[config.mk]
export PLATFORM = sky130hd
export DESIGN_NAME = lfc_mac
export DESIGN_NICKNAME = d
export VERILOG_FILES = /design/src/rtl/core/long_fir_convolver_block_latency_top_assert.svh /design/src/rtl/core/lfc_pkg.sv /design/src/rtl/core/lfc_mac.sv
export SDC_FILE = /design/constraint.sdc
export NUM_CORES = 2
export LEC_CHECK = 0
export BUFFER_PORTS_ARGS = -buffer_cell sky130_fd_sc_hd__clkbuf_2
export CORE_UTILIZATION = 55
export DETAILED_ROUTE_END_ITERATION = 7
export GPL_TIMING_DRIVEN = 0
export HOLD_SLACK_MARGIN = 0.05
export PLACE_DENSITY = 0.7
export SLEW_MARGIN = 10
export SYNTH_ARGS = -nofsm -noshare
export SYNTH_HDL_FRONTEND = slang
export SYNTH_SLANG_ARGS = --single-unit
[constraint.sdc]
create_clock -name clk -period 8.6 [get_ports clk]
set_clock_uncertainty 0.05 [all_clocks]
set_input_delay 1.29 -clock clk [delete_from_list [all_inputs] [get_ports clk]]
set_output_delay 1.29 -clock clk [all_outputs]
set_load 0.01 [all_outputs]
[src/rtl/core/long_fir_convolver_block_latency_top_assert.svh]
// Assertion macros for the long FIR convolver.
// No dependencies; included by the top level only.
`ifndef LONG_FIR_CONVOLVER_BLOCK_LATENCY_TOP_ASSERT_SVH
`define LONG_FIR_CONVOLVER_BLOCK_LATENCY_TOP_ASSERT_SVH
`ifndef SYNTHESIS
`define LFC_ASSERT_IMPL(label, clk, rst_n, ante, cons) \
	label: assert property (@(posedge clk) disable iff (!rst_n) (ante) |-> (cons)) \
		else $error("lfc assertion failed");
`define LFC_ASSERT_NEXT(label, clk, rst_n, ante, cons) \
	label: assert property (@(posedge clk) disable iff (!rst_n) (ante) |=> (cons)) \
		else $error("lfc assertion failed");
`else
`define LFC_ASSERT_IMPL(label, clk, rst_n, ante, cons)
`define LFC_ASSERT_NEXT(label, clk, rst_n, ante, cons)
`endif
`endif

[src/rtl/core/lfc_pkg.sv]
// Shared constants, types and codes of the long FIR convolver.
// No dependencies.
package lfc_pkg;

	localparam int MAX_TAPS    = 1024;
	localparam int PARTITION   = 128;
	localparam int SAMPLE_BITS = 24;

	localparam int HIST_DEPTH = MAX_TAPS + PARTITION;
	localparam int TAP_AW     = $clog2(MAX_TAPS);
	localparam int HIST_AW    = $clog2(HIST_DEPTH);
	localparam int CNT_W      = $clog2(MAX_TAPS + 1);
	localparam int FILL_W     = $clog2(HIST_DEPTH + 1);
	localparam int PROD_W     = 2 * SAMPLE_BITS;
	localparam int ACC_W      = PROD_W + CNT_W - 1;

	localparam logic REQ_SAMPLE = 1'b0;
	localparam logic REQ_LOAD   = 1'b1;

	typedef logic signed [SAMPLE_BITS-1:0] sample_t;

	typedef enum logic [1:0] {
		ST_IDLE,
		ST_RUN,
		ST_DRAIN,
		ST_DONE
	} state_t;

	typedef struct packed {
		logic clear;
		logic valid;
	} mac_ctrl_t;

endpackage

[src/rtl/core/lfc_mac.sv]
// Shared multiply-accumulate unit with floor shift and saturation.
// Depends on lfc_pkg.
module lfc_mac (
	input  logic               clk,
	input  logic               arst_n,
	input  lfc_pkg::mac_ctrl_t ctrl,
	input  lfc_pkg::sample_t   tap,
	input  lfc_pkg::sample_t   hist,
	output lfc_pkg::sample_t   result
);
	import lfc_pkg::*;

	logic signed [PROD_W-1:0] prod_s2;
	logic                     vld_s2;
	logic signed [ACC_W-1:0]  acc_q;
	logic signed [ACC_W-1:0]  shifted;
	logic [ACC_W-SAMPLE_BITS:0] upper;

	always_ff @(posedge clk) begin
		prod_s2 <= tap * hist;
	end

	always_ff @(posedge clk or negedge arst_n) begin
		if (!arst_n) begin
			vld_s2 <= 1'b0;
			acc_q  <= '0;
		end else begin
			vld_s2 <= ctrl.valid;
			if (ctrl.clear) begin
				acc_q <= '0;
			end else if (vld_s2) begin
				acc_q <= acc_q + {{(ACC_W-PROD_W){prod_s2[PROD_W-1]}}, prod_s2};
			end
		end
	end

	// arithmetic shift is floor division; saturate when the dropped top bits disagree
	always_comb begin
		shifted = acc_q >>> (SAMPLE_BITS - 1);
		upper   = shifted[ACC_W-1:SAMPLE_BITS-1];
		if ((&upper) || !(|upper)) begin
			result = shifted[SAMPLE_BITS-1:0];
		end else if (upper[ACC_W-SAMPLE_BITS]) begin
			result = {1'b1, {(SAMPLE_BITS-1){1'b0}}};
		end else begin
			result = {1'b0, {(SAMPLE_BITS-1){1'b1}}};
		end
	end

endmodule

== Yosys cells after proc, flatten, opt, wreduce, memory -nomap -nowiden ==
Index checks and enable logic that the tools add are counted.

* Logic and storage cells: 14
* Flip-flop bits (word level): 107

* Add/sub/neg operators: 1
* Reductions and logical operators: 5
* Mux-type cells: 4
* $mul: 1

{| class="wikitable"
|+ Operators with widths
! operator !! count
|-
| $mux W58 || 2
|-
| $add A58 B58 Y58 || 1
|-
| $mul A24 B24 Y48 || 1
|-
| $mux W24 || 2
|-
| $reduce_and A12 Y1 || 1
|-
| $reduce_or A12 Y1 || 1
|-
| $reduce_bool A2 Y1 || 1
|-
| $logic_not A1 Y1 || 1
|-
| $logic_or A1 B1 Y1 || 1
|}

== Longest topological paths before layout ==
* Depth after elaboration: 4
* Mapped depth: 28

== Least setup slack after synthesis ==
Ideal clock, no wire load.

* Path type: input to register
* Start: input port tap[10]
* End: register prod_s2[46]
* Path slack: 0.832 ns
* Cell stages on the path: 25
* Buffers on the path: 1
* Arrival time: 7.646 ns
* Path through: clkbuf_1 nand2_1 fa_1 fa_1 inv_1 fa_1 inv_1 fa_1 inv_1 fa_1 fa_1 inv_1 fa_1 inv_1 ha_1 a211o_1 or2_2 a21o_1 a21oi_1 o31a_1 o21ai_0 a21oi_1 a21boi_0 a41oi_1 xnor2_1

* Cells in the longest elaborated chain, start to end: 1

{| class="wikitable"
|+ RTL lines
! what !! RTL line !! text
|-
| start, declared || lfc_mac.sv:7 || <nowiki>input lfc_pkg::sample_t tap,</nowiki>
|-
| $mul A24 B24 Y48 || lfc_mac.sv:20 || <nowiki>prod_s2 <= tap * hist;</nowiki>
|-
| end signal, assigned || lfc_mac.sv:20 ||
|-
| end, declared || lfc_mac.sv:13 || <nowiki>logic signed [PROD_W-1:0] prod_s2;</nowiki>
|}

Every way passes these cells.
A chain may end at the register's enable or synchronous reset.

== Worst setup path after layout ==
* Start: input port tap[9]
* End: register prod_s2[47]

The elaborated chain is that of the path after synthesis.

==> impl_metrics.json <==
{
  "io_buffers": 75,
  "hold_path_class": "reg -> reg",
  "cts_root_buf": "clkbuf_16",
  "dpl_cell_area_sq_um": 29000,
  "synth_warnings": 0,
  "die_h_microns": 226.7,
  "cts_tree": "done",
  "dpl.hpwl_mm": 71.31,
  "critical_path_class": "in -> reg",
  "grt_overflow": 0,
  "numCtsBuffers": 9,
  "final.period_utilization": 0.9779,
  "postRouteAntennaNets": 0,
  "synth_edf_count": 0,
  "cts.clk_slew.worst_paths_ns": 0.08,
  "globalplace.congestion": 1.050,
  "die_w_microns": 226.7,
  "setup_viol": 0,
  "hold_buffers": 0,
  "drc": 0,
  "stdcell_area_sq_um": 29530,
  "synth_ff_type": "dfrtp_1",
  "cp-end-kind": "flip-flop",
  "hold_viol": 0,
  "num_rows": 81,
  "arrival_ns": 8.61,
  "maxSlewViolCount": 0,
  "async_flop_share": 0.5514,
  "diodes": 0,
  "ys_top_cells_by_area": "fa_1, ha_1, inv_1",
  "final_nets": 3985,
  "syn2layout_area_growth_pct": 6.354,
  "dr.first_iter.drc_count": 1874,
  "clk_latency_ns": 0.36,
  "grt_max_degree": 51,
  "crit_path_max_fanout": 10,
  "outcome": "completed",
  "antenna_found_initial": 0,
  "cts_buffer_depth": 2,
  "drt-total-wl_mm": 87.00,
  "clkSinkCount": 107,
  "synth_top_area_cell": "fa_1",
  "ys_seq_area_frac": 0.08778,
  "h-tree-depth": 3,
  "grt_pass1_wl_mm": 135.0,
  "die_area_sq_um": 51390,
  "slew_headroom": 0.3698,
  "drive_above_1_share": 0.06117,
  "yosysUniqueCellTypes": 70,
  "worst_pin_slew_ns": 0.9452,
  "tns_ns": 0,
  "cp-start-kind": "input pin",
  "synth_top_area_frac": 0.4384,
  "avgRoutedWirePerCell_microns": 22.88,
  "cp.required_ns": 8.80,
  "grt_pass1_vias": 23120,
  "fin_crit_ns": 8.410,
  "synth-seq-cells": 107,
  "initial_core_util": 0.5626,
  "fmax_mhz": 118.9,
  "avgSynthCellArea_sq_um": 9.125,
  "syn_inst": 3043,
  "fin_util": 0.5983,
  "synth_nets": 3894,
  "synth.cell_area_sq_um": 27770,
  "grt_use_total": 0.3575,
  "dr.pass1.iters": 5,
  "coreArea_sq_um": 49360,
  "avgViaCountPerCell": 5.736,
  "ios": 76,
  "dr_total_vias": 21820,
  "max_cap_violations": 0,
  "layout_common_cells": "inv_1, fa_1, nand2_1"
}
-- worst paths after layout --
check	start	endpoint	slack [ns]	cells after the start
max	tap[9]	prod_s2[47]$_DFF_P_	0.19	24
min	acc_q[4]$_DFFE_PN0P_	acc_q[4]$_DFFE_PN0P_	0.48	2
max reg2reg	acc_q[0]$_DFFE_PN0P_	acc_q[56]$_DFFE_PN0P_	4.71	13
min reg2reg	acc_q[4]$_DFFE_PN0P_	acc_q[4]$_DFFE_PN0P_	0.48	2
max in group asynchronous	arst_n	acc_q[40]$_DFFE_PN0P_	7.24	2
min in group asynchronous	arst_n	acc_q[9]$_DFFE_PN0P_	0.75	1
-- per-stage QoR --
step / hold WS [ns] / std cells / worst slack, ns
finish: 0.4764 / 3803 / 0.1903
global route: 0.5078 / 3803 / -0.01685
CTS: 0.4815 / 3797 / 0.003578
detailed placement: 0.4635 / 3783 / -0.8141
global placement: 0.4585 / 3782 / -0.8259
floorplan: 0.4038 / 3043 / 0.8323
-- critical path, cell delays in order --
cell and delay, ns:
clkbuf_2 0.19, clkbuf_2 0.34, and2_1 0.24, fa_1 0.47, inv_1 0.05, fa_1 0.51, fa_1 0.52, fa_1 0.44
fa_1 0.49, inv_1 0.05, fa_1 0.55, fa_1 0.50, ha_1 0.37, and2_1 0.19, a221oi_2 0.26, o21ai_2 0.13
a221oi_4 0.39, o21ai_2 0.16, a32oi_2 0.34, o21ai_2 0.16, a21oi_2 0.24, o21ai_1 0.16, a311oi_2 0.29, xnor2_1 0.23
-- logic make-up after synthesis --
kind of cell | after synthesis | share of synthesized area
compound gates | 349 | 0.08138
flops | 107 | 0.08778
simple gates | 898 | 0.1576
mux | 44 | 0.01591
buf+inv | 744 | 0.1008
xor+xnor | 102 | 0.03217
fa+ha+maj | 799 | 0.5244
-- final cells by class --
cell class / count / area, sq um
inverter: 608 / 2287
clock inverter: 6 / 96.34
multi-input combinational: 2192 / 22590
buffer: 133 / 593.1
tap: 664 / 830.8
clock buffer: 10 / 239.0
sequential: 107 / 2437
fill: 4352 / 19830
timing repair buffer: 83 / 457.9
-- cells in the mapped netlist (4+ instances only) --
library cell  count
and2_1          273
xor2_1           30
nor4_1            4
dfrtp_1          59
fa_1            608
o22ai_1           5
nor2_1          111
xnor2_1          72
a211o_1           4
a211oi_1         12
and3_1           18
buf_2             4
a21oi_1         108
o221ai_1          4
clkbuf_1        128
or3_1             7
o31a_1            5
nand2b_1         25
o21ai_1           6
o211ai_1          6
inv_1           607
o21ai_0          77
buf_1             4
o31ai_1           5
a31oi_1           9
dfxtp_1          48
nand3_1          30
nor2b_1          14
a21o_1           47
ha_1            191
nor3_1           16
mux2i_1          43
nand2_1         373
o21bai_1         16
nand4_1          13
o21a_1            9
-- layer usage --
layer / share of wire / up-vias / global-route usage / routed length (microns)
met5: 0 / - / 0 / 0
met4: 0.043 / 0 / 0.1397 / 3750
met3: 0.12 / 208 / 0.1012 / 10300
met2: 0.44 / 1168 / 0.5516 / 38370
met1: 0.40 / 10960 / 0.4765 / 34580
li1: - / 9483 / - / -
-- timing repair --
action	in CTS	in global routing
endpoints found under the setup margin	8	9
buffers inserted	0	7
pin swaps	0	4
resized for setup	47	69
-- registers in the layout (all words and copies together) (netlist names) --
register and count:
prod_s2 48, vld_s2 1, acc_q 58
Power is not shown: default switching activity piles up to over one toggle a cycle in this logic, so the estimate is an artifact.
